<file path="config.mk">
export PLATFORM = sky130hd
export DESIGN_NAME = scancode_to_ascii_decoder_unit
export DESIGN_NICKNAME = d
export VERILOG_FILES = /design/src/sv/sc2a_pkg.sv /design/src/sv/sc2a_decode.sv /design/src/sv/sc2a_out_reg.sv /design/src/sv/scancode_to_ascii_decoder_unit.sv
export SDC_FILE = /design/constraint.sdc
export NUM_CORES = 1
export LEC_CHECK = 0
export BUFFER_PORTS_ARGS = -buffer_cell sky130_fd_sc_hd__buf_2
export CAP_MARGIN = 5
export CORE_UTILIZATION = 48
export DETAILED_ROUTE_END_ITERATION = 10
export PLACE_DENSITY_LB_ADDON = 0.12
export SYNTH_ARGS = -nofsm -noshare
export SYNTH_HDL_FRONTEND = slang
export SYNTH_HIERARCHICAL = 1
export SYNTH_SLANG_ARGS = --single-unit
</file>
<file path="constraint.sdc">
create_clock -name aclk -period 3.55 [get_ports aclk]
set_input_delay 0.5325 -clock aclk [delete_from_list [all_inputs] [get_ports aclk]]
set_output_delay 0.5325 -clock aclk [all_outputs]
set_load 0.01 [all_outputs]
</file>
<file path="src/sv/sc2a_pkg.sv">
// Package for the scan code to ASCII decoder: key table, key kinds and modifier types.
package sc2a_pkg;

    // Number of key indexes the decoder accepts; higher indexes are dropped.
    localparam int TABLE_ENTRIES = 84;
    // Rows of the character table; indexes past it read as all-zero characters.
    localparam int ROM_ROWS = 84;

    localparam int BYTE_W = 8;
    localparam int KEY_W  = 7;

    // Bit 7 of the raw byte marks a key release.
    localparam int RELEASE_POS = 7;

    // Key indexes with a special role.
    localparam logic [KEY_W-1:0] KEY_ESC    = 7'h01;
    localparam logic [KEY_W-1:0] KEY_CTRL   = 7'h1d;
    localparam logic [KEY_W-1:0] KEY_LSHIFT = 7'h2a;
    localparam logic [KEY_W-1:0] KEY_RSHIFT = 7'h36;
    localparam logic [KEY_W-1:0] KEY_ALT    = 7'h38;
    localparam logic [KEY_W-1:0] KEY_CAPS   = 7'h3a;
    localparam logic [KEY_W-1:0] KEY_NUMLK  = 7'h45;
    localparam logic [KEY_W-1:0] KEY_SCRLK  = 7'h46;

    typedef enum logic [2:0] {
        KIND_CHAR,
        KIND_IGNORE,
        KIND_RSHIFT,
        KIND_LSHIFT,
        KIND_CTRL,
        KIND_ALT,
        KIND_CAPS
    } key_kind_t;

    // Modifier register, ordered so that the packed value matches the usual bit codes.
    typedef struct packed {
        logic alt;
        logic ctrl;
        logic caps;
        logic lshift;
        logic rshift;
    } mod_t;

    localparam mod_t MOD_NONE   = 5'h00;
    localparam mod_t MOD_RSHIFT = 5'h01;
    localparam mod_t MOD_LSHIFT = 5'h02;
    localparam mod_t MOD_CAPS   = 5'h04;
    localparam mod_t MOD_CTRL   = 5'h08;

    // One table row: plain, shifted and control characters.
    typedef struct packed {
        logic [BYTE_W-1:0] plain;
        logic [BYTE_W-1:0] shifted;
        logic [BYTE_W-1:0] ctrl;
    } key_row_t;

    // Request from the decode stage to the result register.
    typedef struct packed {
        logic              load;
        logic [BYTE_W-1:0] ascii_char;
        logic [KEY_W-1:0]  key_index;
    } res_req_t;

    localparam key_row_t CHAR_ROM [0:ROM_ROWS-1] = '{
        24'h000000, 24'h1b1b1b, 24'h312100, 24'h324000, 24'h332300, 24'h342400,
        24'h352500, 24'h365e1e, 24'h372600, 24'h382a00, 24'h392800, 24'h302900,
        24'h2d5f1f, 24'h3d2b00, 24'h08087f, 24'h090000, 24'h715111, 24'h775717,
        24'h654505, 24'h725212, 24'h745414, 24'h795919, 24'h755515, 24'h694909,
        24'h6f4f0f, 24'h705010, 24'h5b7b1b, 24'h5d7d1d, 24'h0d0d0a, 24'h000000,
        24'h614101, 24'h735313, 24'h644404, 24'h664606, 24'h674707, 24'h684808,
        24'h6a4a0a, 24'h6b4b0b, 24'h6c4c0c, 24'h3b3a00, 24'h272200, 24'h607e00,
        24'h000000, 24'h5c7c00, 24'h7a5a1a, 24'h785818, 24'h634303, 24'h765616,
        24'h624202, 24'h6e4e0e, 24'h6d4d0d, 24'h2c3c00, 24'h2e2e00, 24'h2f3f00,
        24'h000000, 24'h2a2a00, 24'h000000, 24'h202002, 24'h000000, 24'h000000,
        24'h000000, 24'h000000, 24'h000000, 24'h000000, 24'h000000, 24'h000000,
        24'h000000, 24'h000000, 24'h000000, 24'h000000, 24'h000000, 24'h003700,
        24'hb83800, 24'hb93900, 24'h2d2d00, 24'h003400, 24'h003500, 24'h003600,
        24'h2b2b00, 24'h003100, 24'h003200, 24'hb33300, 24'h003000, 24'h002e00
    };

    // Character row for a key; rows past the table are all zero.
    function automatic key_row_t key_row(input logic [KEY_W-1:0] key);
        key_row_t row;
        row = '0;
        if (int'(key) < ROM_ROWS) begin
            row = CHAR_ROM[key];
        end
        return row;
    endfunction

    // Role of a key in the decoder.
    function automatic key_kind_t key_kind(input logic [KEY_W-1:0] key);
        key_kind_t kind;
        kind = KIND_CHAR;
        priority if (key == KEY_ESC || key == KEY_NUMLK || key == KEY_SCRLK) begin
            kind = KIND_IGNORE;
        end else if (key == KEY_RSHIFT) begin
            kind = KIND_RSHIFT;
        end else if (key == KEY_LSHIFT) begin
            kind = KIND_LSHIFT;
        end else if (key == KEY_CTRL) begin
            kind = KIND_CTRL;
        end else if (key == KEY_ALT) begin
            kind = KIND_ALT;
        end else if (key == KEY_CAPS) begin
            kind = KIND_CAPS;
        end else begin
            kind = KIND_CHAR;
        end
        return kind;
    endfunction

endpackage

</file>
<file path="src/sv/sc2a_decode.sv">
// Input register, modifier tracking and character selection for the decoder.
module sc2a_decode import sc2a_pkg::*; (
    input  logic              aclk,
    input  logic              aresetn,
    input  logic              s_valid,
    output logic              s_ready,
    input  logic [BYTE_W-1:0] s_scan_byte,
    input  logic              res_free,
    output res_req_t          res_req
);

    logic              in_valid_reg, in_valid_next;
    logic [BYTE_W-1:0] in_byte_reg;
    mod_t              mods_reg, mods_next;

    logic              release_key;
    logic [KEY_W-1:0]  key;
    logic              in_range;
    key_kind_t         kind;
    key_row_t          row;
    logic              emit;
    logic              advance;
    logic [BYTE_W-1:0] char_sel;

    // Split the held byte and look the key up.
    always_comb begin
        release_key = in_byte_reg[RELEASE_POS];
        key         = in_byte_reg[KEY_W-1:0];
        in_range    = int'(key) < TABLE_ENTRIES;
        kind        = key_kind(key);
        row         = key_row(key);
    end

    // A press of an ordinary key in range produces a result; anything else just drains.
    assign emit    = in_valid_reg && in_range && (kind == KIND_CHAR) && !release_key;
    assign advance = in_valid_reg && (!emit || res_free);
    assign s_ready = !in_valid_reg || advance;

    // Pick the column from the modifier state seen before this key.
    always_comb begin
        unique case (mods_reg)
            MOD_RSHIFT, MOD_LSHIFT, MOD_CAPS: char_sel = row.shifted;
            MOD_CTRL:                         char_sel = row.ctrl;
            MOD_NONE:                         char_sel = row.plain;
            default:                          char_sel = '0;
        endcase
    end

    always_comb begin
        res_req.load       = emit && res_free;
        res_req.ascii_char = char_sel;
        res_req.key_index  = key;
    end

    // Modifier updates take effect when the request leaves the input register.
    always_comb begin
        mods_next = mods_reg;
        if (advance && in_range) begin
            unique case (kind)
                KIND_RSHIFT: mods_next.rshift = !release_key;
                KIND_LSHIFT: mods_next.lshift = !release_key;
                KIND_CTRL:   mods_next.ctrl   = !release_key;
                KIND_ALT:    mods_next.alt    = !release_key;
                KIND_CAPS: begin
                    if (!release_key) begin
                        mods_next.caps = !mods_reg.caps;
                    end
                end
                KIND_IGNORE, KIND_CHAR: mods_next = mods_reg;
                default: mods_next = mods_reg;
            endcase
        end
    end

    // Input register occupancy.
    always_comb begin
        if (s_valid && s_ready) begin
            in_valid_next = 1'b1;
        end else if (advance) begin
            in_valid_next = 1'b0;
        end else begin
            in_valid_next = in_valid_reg;
        end
    end

    always_ff @(posedge aclk) begin
        if (!aresetn) begin
            in_valid_reg <= 1'b0;
            mods_reg     <= MOD_NONE;
        end else begin
            in_valid_reg <= in_valid_next;
            mods_reg     <= mods_next;
        end
    end

    // Payload capture needs no reset.
    always_ff @(posedge aclk) begin
        if (s_valid && s_ready) begin
            in_byte_reg <= s_scan_byte;
        end
    end

endmodule

</file>
<file path="src/sv/sc2a_out_reg.sv">
// Result register that holds one character request until the consumer takes it.
module sc2a_out_reg import sc2a_pkg::*; (
    input  logic              aclk,
    input  logic              aresetn,
    input  res_req_t          res_req,
    output logic              res_free,
    output logic              m_valid,
    input  logic              m_ready,
    output logic [BYTE_W-1:0] m_ascii_char,
    output logic [KEY_W-1:0]  m_key_index
);

    logic              valid_reg, valid_next;
    logic [BYTE_W-1:0] char_reg;
    logic [KEY_W-1:0]  key_reg;

    // The register can take a new request when empty or being drained this cycle.
    assign res_free = !valid_reg || m_ready;

    always_comb begin
        if (res_req.load) begin
            valid_next = 1'b1;
        end else if (m_ready) begin
            valid_next = 1'b0;
        end else begin
            valid_next = valid_reg;
        end
    end

    always_ff @(posedge aclk) begin
        if (!aresetn) begin
            valid_reg <= 1'b0;
        end else begin
            valid_reg <= valid_next;
        end
    end

    always_ff @(posedge aclk) begin
        if (res_req.load) begin
            char_reg <= res_req.ascii_char;
            key_reg  <= res_req.key_index;
        end
    end

    assign m_valid      = valid_reg;
    assign m_ascii_char = char_reg;
    assign m_key_index  = key_reg;

endmodule

</file>
<file path="src/sv/scancode_to_ascii_decoder_unit.sv">
// Top level of the scan code set 1 to ASCII decoder.
// Each request is one raw keyboard byte (bit 7 set for a release). The byte is
// held in an input register. After table lookup and modifier logic on the held
// byte, a key press loads a character request into the result register, which
// then offers the result to the consumer on m_valid. A new byte is accepted every
// cycle as long as the result side keeps up; while a result waits, one byte
// stays in the input register and the input stalls. Shift, control, alt and caps
// lock update the modifier state and produce no result; key releases, escape,
// num lock, scroll lock and key indexes of 0x54 and above (the 0xE0 prefix
// included) produce nothing. With alt or two modifiers held the character is 0.
module scancode_to_ascii_decoder_unit import sc2a_pkg::*; (
    input  logic              aclk,
    input  logic              aresetn,
    input  logic              s_valid,
    output logic              s_ready,
    input  logic [BYTE_W-1:0] s_scan_byte,
    output logic              m_valid,
    input  logic              m_ready,
    output logic [BYTE_W-1:0] m_ascii_char,
    output logic [KEY_W-1:0]  m_key_index
);

    res_req_t res_req;
    logic     res_free;

    // Lookup and modifier stage.
    sc2a_decode u_decode (
        .aclk        (aclk),
        .aresetn     (aresetn),
        .s_valid     (s_valid),
        .s_ready     (s_ready),
        .s_scan_byte (s_scan_byte),
        .res_free    (res_free),
        .res_req     (res_req)
    );

    // Result register toward the consumer.
    sc2a_out_reg u_out_reg (
        .aclk         (aclk),
        .aresetn      (aresetn),
        .res_req      (res_req),
        .res_free     (res_free),
        .m_valid      (m_valid),
        .m_ready      (m_ready),
        .m_ascii_char (m_ascii_char),
        .m_key_index  (m_key_index)
    );

endmodule

</file>
### After elaboration in Yosys (flattened, before gate mapping)

Memories as Yosys holds them, arrays and structs flattened.
Cells that the tools add are included.

| cells by class | value |
|---|---|
| muxes and demuxes | 14 |
| order comparisons | 2 |
| equal/unequal tests | 17 |
| bitwise operators | 2 |
| reductions and logical operators | 27 |

Operators by type and width:

| cell | number |
|---|---|
| two-way mux 24 bit | 3 |
| == test 7 x 6 -> 1 bit (second input constant) | 4 |
| one-hot mux 8 bit (3 select lines) | 1 |
| two-way mux 3 bit | 6 |
| == test 7 bit (second input constant) | 2 |
| == test 3 bit (second input constant) | 3 |
| greater-or-equal comparator 8 bit (second input constant) | 1 |
| inverter 7 -> 8 bit | 1 |
| AND reduction 2 bit | 4 |
| == test 7 x 1 -> 1 bit (second input constant) | 1 |
| == test 7 x 5 -> 1 bit (second input constant) | 1 |
| logical AND 1 bit | 7 |
| < comparator 7 bit (second input constant) | 1 |
| == test 3 x 2 -> 1 bit (second input constant) | 2 |
| == test 5 x 1 -> 1 bit (second input constant) | 1 |
| == test 5 x 2 -> 1 bit (second input constant) | 1 |
| == test 5 x 3 -> 1 bit (second input constant) | 1 |
| == test 5 x 4 -> 1 bit (second input constant) | 1 |
| zero test 1 bit | 5 |
| zero test 5 bit | 1 |
| logical OR 1 bit | 5 |
| two-way mux 1 bit | 4 |
| nonzero test 2 bit | 2 |
| zero test 3 bit | 1 |
| 3 further kinds | 3 |

| word-level totals | value |
|---|---|
| bits in read-only memories | 3072 |
| word-level logic and storage cells | 73 |
| register bits | 30 |
| output and inout port bits | 17 |
| input bits | 12 |
| memories kept | 1 |

Memory list:

| memory | words | bits a word | read ports | clocked after Yosys merged registers in | wr ports | RTL line | source |
|---|---|---|---|---|---|---|---|
| (name not given) | 128 | 24 | 1 | 0 | 0 | sc2a_pkg.sv:86 | `row = CHAR_ROM[key];` |

### Logic depth before layout (Yosys ltp)

Gate-level depths: netlist of run 1.

| logic depth | value |
|---|---|
| word-level depth | 16 |
| mapped depth | 11 |
| depth with buffers taken out | 9 |

### Modules after synthesis

Netlist of run 1, hierarchy kept.

By module, submodules not included:

| module | sequential area each (µm²) | cells an instance | times used | area an instance (µm²) |
|---|---|---|---|---|
| sc2a_decode | 360.3 | 387 | 1 | 2727.6 |
| sc2a_out_reg | 470.5 | 19 | 1 | 499.2 |

### Worst setup path after synthesis of run 1

OpenSTA, ideal clock, no wires.

| timing path | value |
|---|---|
| path type | reg-to-reg |
| start point | register u_decode.in_byte_reg[1] |
| end point | register u_out_reg.char_reg[0] (netlist: u_out_reg/m_ascii_char[0]) (enable) |
| arrival time | 2587 ps |
| clock period less this slack | 2975 ps |
| buffers on the path | 1 |
| required time | 3162 ps |
| setup time | 388 ps |
| path slack | 575 ps |
| cell stages (with the launch flop) | 9 |
| cells stage by stage | edfxtp_1 > buf_2 > inv_1 > ha_1 > and4_1 > a21oi_1 > nand4_1 > or3_1 > nor2_1 |

RTL lines:

| item | RTL line | source |
|---|---|---|
| from (decl) | sc2a_decode.sv:13 | `logic [BYTE_W-1:0] in_byte_reg;` |
| from (signal assigned) | sc2a_decode.sv:99 | `in_byte_reg <= s_scan_byte;` |
| to (signal assigned) | sc2a_out_reg.sv:40 | `char_reg <= res_req.ascii_char;` |
| to (decl) | sc2a_out_reg.sv:14 | `logic [BYTE_W-1:0] char_reg;` |

### Worst setup path after layout of run 1

| timing path | value |
|---|---|
| start point | register u_decode.in_byte_reg[0] |
| end point | output s_ready |

| between the ends | value |
|---|---|
| word-level cells in the longest chain between the ends | 14 |
| elaborated cells on any way between the ends | 25 |
| classes of those cells | 1 x order compare; 8 x eq/ne; 6 x mux; 10 x reduce/logical |

Ends and longest elaborated chain:

| item | RTL line | source |
|---|---|---|
| == test 7 x 6 -> 1 bit | sc2a_pkg.sv:105 | `end else if (key == KEY_CAPS) begin` |
| two-way mux 3 bit | sc2a_pkg.sv:105 |  |
| two-way mux 3 bit | sc2a_pkg.sv:103 | `end else if (key == KEY_ALT) begin` |
| two-way mux 3 bit | sc2a_pkg.sv:101 | `end else if (key == KEY_CTRL) begin` |
| two-way mux 3 bit | sc2a_pkg.sv:99 | `end else if (key == KEY_LSHIFT) begin` |
| two-way mux 3 bit | sc2a_pkg.sv:97 | `end else if (key == KEY_RSHIFT) begin` |
| two-way mux 3 bit | sc2a_pkg.sv:95 | `priority if (key == KEY_ESC \|\| key == KEY_NUMLK \|\| key == KEY_SCRLK) begin` |
| zero test 3 bit | sc2a_decode.sv:35 | `assign emit = in_valid_reg && in_range && (kind == KIND_CHAR) && !release_key;` |
| logical AND 1 bit (*) (2 in series) | sc2a_decode.sv:35 |  |
| zero test 1 bit (*) | sc2a_decode.sv:36 | `assign advance = in_valid_reg && (!emit \|\| res_free);` |
| logical OR 1 bit (*) | sc2a_decode.sv:36 |  |
| logical AND 1 bit (*) | sc2a_decode.sv:36 |  |
| logical OR 1 bit (*) | sc2a_decode.sv:37 | `assign s_ready = !in_valid_reg \|\| advance;` |
| to (decl) | scancode_to_ascii_decoder_unit.sv:15 | `output logic s_ready,` |

Mark *: on every way between the ends. The rest lies on a longest branch, timed or not.

==> results by group, run 1 <==
Power
  – Pleak: 0.00127 uW
  – Maximum vdd drop: 0.184 mV
  – Total power: 982 uW
  – NetSw: 335 uW
  – Switching share of power: 0.342
  – Cell Pwr Density: 289 nW/um2
  – Sequential power share: 0.420
  – Logic pwr share: 0.285
  – Int Pwr: 646 uW
  – Clock share of power: 0.294

Timing
  – Worst Skew: 5.29 ps
  – FMAX: 310 MHz
  – Final Max Tran Viols: 0
  – Min Tclk post-route: 3220 ps
  – Worst slew margin: 0.539
  – Final Hold Vio Count: 0
  – Endpoints failing setup: 0
  – Period utilization: 0.907
  – Final TNS setup: 0 ps
  – RSZ-0062 raised after global routing: no
  – Worst slew pin tran: 689 ps

Floorplan
  – Die Height: 84.0 um
  – Core area: 6420 um2
  – # rows: 29
  – Chip width: 84.0 um
  – Initial core utilization: 0.502
  – Overall die area: 7050 um2
  – Number of top-level pins: 29

Global route
  – Initial antenna violation count: 0
  – First-pass GRT wire length: 16500 um
  – GR Overflow Total: 0
  – Vias in the first global route: 3064
  – Largest net degree at the start of global routing: 40
  – All-layer global routing usage: 0.308

Worst setup path
  – Crit path kind: reg2out
  – Crit Path Max Fanout: 15
  – Reg-to-reg slack, setup: 670 ps
  – Family with the most delay on the worst path: simple AND/OR/NAND/NOR gates
  – FF-to-FF Start: u_decode/in_byte_reg[0]
  – Critical Path Source Type: flip-flop
  – Crit. End Element: output pin
  – Worst r2r path cells: 7
  – CP arrival: 2690 ps
  – Reg-to-Reg End: u_out_reg/m_ascii_char[4]
  – Max incr delay on CP: 600 ps
  – Buf/Inv on CP: 2
  – CP max-delay cell: edfxtp_1
  – Worst EP required: 3020 ps
  – Crit-path cells: ha_1, and4_1, a21oi_1, nand4_1, or3_1, nor2_2, inv_1, buf_2

Drt
  – Via density: 6.82
  – Via count: 3357
  – Initial drt markers: 636
  – ANT nets after route: 0
  – Post-route DRC: 8
  – Post-Route WL: 10700 um
  – Detailed-router iteration count before antenna repair: 11
  – WL per Instance: 21.8 um

Finish
  – Fin area: 3400 um2
  – Layout filler cell count: 600
  – Final Util: 0.530
  – Fraction of layout cells with a size suffix above 1: 0.161
  – Nets: 440
  – Final std cells w/o fill: 492
  – Area growth, synth to finish: 5.43%
  – Antenna Diode Count: 0

Logic synthesis
  – Mapped Avg Cell Area: 7.95 um2
  – Synthesis Warnings: 6
  – Fraction of registers with async set/reset: 0
  – Ranking of synthesized cells by area: edfxtp_1 (21%), ha_1 (5.4%), nand2_1 (4.8%)
  – Sequential fraction of the synthesis area: 0.257
  – Mapped Area: 3230 um2
  – Syn Nets: 432
  – Synth area leader: edfxtp_1
  – Synth unique cells: 66
  – Synth Instances: 406
  – Post-synth EDFFs: 23
  – Post-synthesis register bit count: 30
  – Share of the synthesized area in the top cell type: 0.214
  – Post-synth top flop: edfxtp_1

Status
  – Outcome: finished, violations left
  – Failing checks: design-rule violations

Place
  – HPWL after detailed placement: 7770 um
  – Port Buffers: 28
  – Post-Place Cell Area: 3310 um2
  – Placed insts: 484
  – Routability cong.: 1.01

Hold path
  – Hold path start: s_scan_byte[1]
  – Hold Path Class: in2reg
  – WHS Path Cells: 1
  – Hold EP: u_decode/in_byte_reg[1]

Clocking
  – TritonCTS Sinks: 30
  – CTS root buf: clkbuf_8
  – Num CTS Buffers: 5
  – Resize count post-CTS: 0
  – Clock Pin Slew Worst Setup and Hold Paths: 60 ps
  – CTS H-tree depth: 2
  – Number of setup buffers added after CTS: 0
  – CTS tree: done
  – Clock latency on the worst-skew pair: 290 ps
  – Max clock buf depth: 2
  – Hold-fix buffers at CTS: 0

Flow run
  – MaxCap Viol Count: 0
==> power groups by stage <==
stage                     logic, uW  registers, uW  clock network (uW)
after detailed placement        267            420                   0
after global routing            298            415                 305
after global placement          274            420                   0
final                           280            413                 289
after floorplan                 206            411                   0
after CTS                       268            412                 297
==> cells by family after synthesis <==
logic type	synth area share
simple gates	0.245
compound gates	0.304
buf+inv	0.0993
flops	0.257
fa+ha+maj	0.0605
mux	0.0256
xor+xnor	0.00814
==> final cells by class <==
class	count	area, um2	area share
multi-input combinational	319	2080	0.610
sequential	30	831	0.244
timing repair buffer	42	245	0.0721
tap	77	96.3	0.0283
clock buffer	7	86.3	0.0254
inverter	16	62.6	0.0184
clock inverter	1	5.00	0.00147
==> placed cells by master, fill, tap and decap left out, drive strengths merged, types with 7 or more instances in the layout <==
cell type / instances
ha: 14
edfxtp: 23
and2: 7
dfxtp: 7
a31oi: 9
nand2: 41
o211ai: 8
nor2b: 15
nand2b: 11
nor2: 31
inv: 16
nor3: 12
a21oi: 30
clkbuf: 7
a211oi: 9
o21ai: 31
buf: 42
==> per-stage QoR <==
stage | hold slack, ps | worst slack [ps]
detailed placement | 502 | 679
CTS | 409 | 360
global route | 409 | 90.0
global placement | 500 | 763
floorplan | 531 | 575
finish | 416 | 328
==> worst max path at each step <==
stage,startpoint,endpoint,slack [ps],cells past startpoint
global route,u_decode/in_byte_reg[0],s_ready,90,8
finish,u_decode/in_byte_reg[0],s_ready,330,8
CTS,u_decode/in_byte_reg[0],s_ready,360,8
detailed placement,u_decode/in_byte_reg[0],s_ready,680,8
global placement,u_decode/in_byte_reg[0],s_ready,760,8
floorplan,u_decode/in_byte_reg[1],u_out_reg/m_ascii_char[0],580,8
==> layer usage <==
metal | GRT usage | vias up | share of wire
li1 | - | 1529 | -
met1 | 0.420 | 1528 | 0.42
met2 | 0.458 | 253 | 0.43
met3 | 0.0722 | 47 | 0.11
met4 | 0.146 | 0 | 0.045
met5 | 0 | - | 0
==> synthesized netlist by cell type, types with 7 or more instances <==
library cell	n
and2_1	7
edfxtp_1	23
nand2b_1	10
o211ai_1	8
buf_2	23
dfxtp_1	7
inv_1	12
a211oi_1	9
nor2b_1	15
nand2_1	41
a21oi_1	29
a31oi_1	9
buf_4	10
nor3_1	12
o21ai_0	26
ha_1	14
nor2_1	29
Note: power is estimated with default switching activity, not from simulation.
==> inputs of run 2 (changes only) <==
--- a/config.mk
+++ b/config.mk
@@ -5,6 +5,7 @@
 export SDC_FILE = /design/constraint.sdc
 export NUM_CORES = 1
 export LEC_CHECK = 0
+export ABC_AREA = 1
 export BUFFER_PORTS_ARGS = -buffer_cell sky130_fd_sc_hd__buf_2
 export CAP_MARGIN = 5
 export CORE_UTILIZATION = 48
==> run 2 against run 1 <==
  * The run now ends clean
  * Worst hold slack improved by 11 ps
  * Synthesized cell count rose by 17%
  * Core utilization increased by 1.3 points
  * Routed wire length fell by 2.9%
  * Combinational power fell by 3%
  * Global-route usage rose by 2.2 points
  * Via count is 2.5% higher
  * Setup slack gained 220 ps
  * Clock skew is 2.7 ps lower
  * Non-clock buffer count down 6
  * Critical endpoint unchanged
  * Largest cell class unchanged
==> results by group, run 2 <==
Timing
  – Worst slew pin tran: 703 ps (+14.4 ps)
  – Worst slew margin: 0.531 (-0.00788)
  – Final TNS setup: 0 ps (unchanged)
  – Final Max Tran Viols: 0 (unchanged)
  – Period utilization: 0.847 (-0.0610)
  – RSZ-0062 raised after global routing: no
  – FMAX: 333 MHz (+7.2%)
  – Min Tclk post-route: 3010 ps (-216 ps)
  – Final Hold Vio Count: 0 (unchanged)
  – Final hold slack: 427 ps (+11.0 ps)
  – Endpoints failing setup: 0 (unchanged)
  – Worst Skew: 2.57 ps (-2.72 ps)

Floorplan
  – Overall die area: 6780 um2 (-3.9%)
  – Core area: 6060 um2 (-5.6%)
  – Number of top-level pins: 29 (unchanged)
  – Chip width: 82.3 um (-2.0%)
  – Initial core utilization: 0.511 (+0.00871)
  – # rows: 28 (-3.4%)
  – Die Height: 82.3 um (-2.0%)

Logic synthesis
  – Sequential fraction of the synthesis area: 0.268 (+0.0107)
  – Synthesis Warnings: 6 (unchanged)
  – Share of the synthesized area in the top cell type: 0.223 (+0.00890)
  – Synth Instances: 477 (+17%)
  – Fraction of registers with async set/reset: 0 (unchanged)
  – Post-synth top flop: edfxtp_1
  – Ranking of synthesized cells by area: edfxtp_1 (22%), nand2_1 (17%), nand3_1 (8.1%)
  – Post-synthesis register bit count: 30 (unchanged)
  – Mapped Avg Cell Area: 6.49 um2 (-18%)
  – Count leader, synth: nand2_1
  – Synth area leader: edfxtp_1
  – Syn Nets: 503 (+16%)
  – Mapped Area: 3100 um2 (-4.0%)
  – Post-synth EDFFs: 23 (unchanged)
  – Synth unique cells: 37 (-44%)
  – Post-synth top cells: nand2_1 (137), nor2_1 (53), nand3_1 (50), inv_1 (36), o21ai_0 (30)

Power
  – Pleak: 0.00155 uW (+22%)
  – NetSw: 337 uW (+0.42%)
  – Switching share of power: 0.349 (+0.00699)
  – Maximum vdd drop: 0.283 mV (+54%)
  – Int Pwr: 629 uW (-2.6%)
  – Sequential power share: 0.427 (+0.007)
  – Logic pwr share: 0.281 (-0.004)
  – Clock share of power: 0.292 (-0.002)
  – Cell Pwr Density: 294 nW/um2 (+1.9%)

Worst setup path
  – Worst EP required: 3020 ps (about the same)
  – CP max-delay cell: edfxtp_1
  – CP arrival: 2470 ps (-220 ps)
  – Crit Path Max Fanout: 14 (-1)
  – Crit-path cells: inv_1, ha_1, inv_1, nand2_1, nand2_1, nor2_1, nor2_1, nand2_1, nor2_2, nand3_2, buf_2
  – Reg-to-reg slack, setup: 640 ps (-30 ps)
  – Reg-to-Reg End: u_out_reg/m_key_index[6]
  – Crit path kind: reg2out
  – Crit. End Element: output pin
  – FF-to-FF Start: u_decode/in_byte_reg[1]
  – Family with the most delay on the worst path: buffers and inverters
  – Buf/Inv on CP: 3 (+1)
  – Max incr delay on CP: 600 ps (about the same)
  – Critical Path Most Common Cell: nand2_1
  – Critical Path Source Type: flip-flop
  – Worst r2r path cells: 12 (+5)

Global route
  – Vias in the first global route: 3042 (-0.72%)
  – All-layer global routing usage: 0.330 (+0.0220)
  – Largest net degree at the start of global routing: 27 (-33%)
  – GR Overflow Total: 0 (unchanged)
  – Initial antenna violation count: 0 (unchanged)
  – First-pass GRT wire length: 16300 um (-1.0%)

Hold path
  – Hold Path Class: in2reg
  – Hold path start: s_scan_byte[0]
  – Hold EP: u_decode/in_byte_reg[0]
  – WHS Path Cells: 1 (unchanged)

Finish
  – Layout filler cell count: 597 (-0.50%)
  – Nets: 518 (+18%)
  – Area growth, synth to finish: 6.10%
  – Most frequent cells in the layout: nand2_1 (137), nor2_1 (53), nand3_1 (50)
  – Footprint of the multi-input gates: 1880 um2 (-9.5%)
  – Fraction of layout cells with a size suffix above 1: 0.148 (-0.0134)
  – Most common cell after layout, fill and taps aside: nand2_1
  – Antenna Diode Count: 0 (unchanged)
  – Register Area: 831 um2 (unchanged)

Clocking
  – Max clock buf depth: 2 (unchanged)
  – CTS H-tree depth: 2 (unchanged)
  – TritonCTS Sinks: 30 (unchanged)
  – Clock latency on the worst-skew pair: 280 ps (about the same)
  – Hold-fix buffers at CTS: 0 (unchanged)
  – CTS root buf: clkbuf_8
  – Resize count post-CTS: 0 (unchanged)
  – Num CTS Buffers: 5 (unchanged)
  – Number of setup buffers added after CTS: 0 (unchanged)
  – CTS tree: done
  – Clock Pin Slew Worst Setup and Hold Paths: 60 ps (about the same)

Flow run
  – MaxCap Viol Count: 0 (unchanged)

Drt
  – WL per Instance: 18.3 um (-16%)
  – Post-Route WL: 10400 um (-2.9%)
  – Post-route DRC: 0 (-8)
  – Via count: 3442 (+2.5%)
  – ANT nets after route: 0 (unchanged)
  – Detailed-router iteration count before antenna repair: 5 (-6)
  – Via density: 6.06 (-11%)
  – Initial drt markers: 482 (-24%)

Status
  – Outcome: finished clean

Place
  – Port Buffers: 28 (unchanged)
  – HPWL after detailed placement: 7890 um (+1.6%)
  – Routability cong.: 1.02 (+1.2%)
[run 2: cell count changes after synthesis, moves of 6 or more]
cell,previous run,this run
mux2i_1,6,0
nor2_1,29,53
buf_2,23,7
a31oi_1,9,1
nand2b_1,10,0
nand3_1,6,50
a211oi_1,9,0
and2_1,7,0
inv_1,12,36
nor2_2,2,8
nor3_1,12,3
o21a_1,6,0
nand2_1,41,137
nor2b_1,15,0
[run 2: kinds of logic after synthesis]
logic type,Yosys count,synth area share
DFF,30,0.268
buffers and inverters,76,0.126
and+or+nand+nor,277,0.407
adders and majority gates,14,0.0565
AOI/OAI and AO/OA,80,0.143
[run 2: how the worst max path moves through the flow]
stage | from | end | slack (ps) | cells after the start
floorplan | u_decode/in_byte_reg[1] | u_out_reg/m_ascii_char[0] | 920 | 11
global placement | u_decode/in_byte_reg[0] | u_out_reg/m_ascii_char[0] | 820 | 12
detailed placement | u_decode/in_byte_reg[1] | u_out_reg/m_ascii_char[2] | 710 | 12
CTS | u_decode/in_byte_reg[1] | s_ready | 580 | 11
global route | u_decode/in_byte_reg[1] | s_ready | 290 | 11
finish | u_decode/in_byte_reg[1] | s_ready | 540 | 11
[run 2: per-layer routing]
| metal | wire length (um) | track usage |
|---|---|---|
| met5 | 0 | 0 |
| met4 | 566 | 0.160 |
| met3 | 1320 | 0.0714 |
| met2 | 4290 | 0.477 |
| met1 | 4240 | 0.460 |
[run 2: layout make-up]
class,count,share of cell area
Timing Repair Buffer,36,0.0609
Clock buffer,7,0.0263
Tap cell,75,0.0285
Multi-Input combinational cell,371,0.571
Inverter,48,0.0586
Sequential cell,30,0.253
Clock inverter,1,0.00152
[run 2: worst reg2reg max path, delay by kind of cell, from the launching register on]
| kind | cells | cell delay [ps] |
|---|---|---|
| AND/OR/NAND/NOR | 8 | 950 |
| adder cells (fa/ha/maj) | 1 | 330 |
| flip-flops | 1 | 600 |
| buffers and inverters | 3 | 750 |
[run 2: metrics by stage]
stage / total power, uW / setup WS (ps) / util / std cells / instance area [um2]
after floorplan: 609 / 923 / - / 477 / 3100
after global placement: 687 / 822 / 0.527 / 560 / 3200
after detailed placement: 678 / 715 / 0.527 / 560 / 3200
after CTS: 963 / 578 / 0.542 / 568 / 3290
after global routing: 1010 / 289 / 0.542 / 568 / 3290
final: 966 / 545 / 0.542 / 568 / 3290
[run 2: power by group through the flow]
| stage | sequential, uW | clock [uW] | combinational [uW] |
|---|---|---|---|
| 4_1_cts | 412 | 291 | 260 |
| 3_3_place_gp | 419 | 0 | 268 |
| 5_1_grt | 415 | 303 | 295 |
| 3_5_place_dp | 420 | 0 | 258 |
| 6_report | 413 | 282 | 272 |
| 2_1_floorplan | 411 | 0 | 198 |
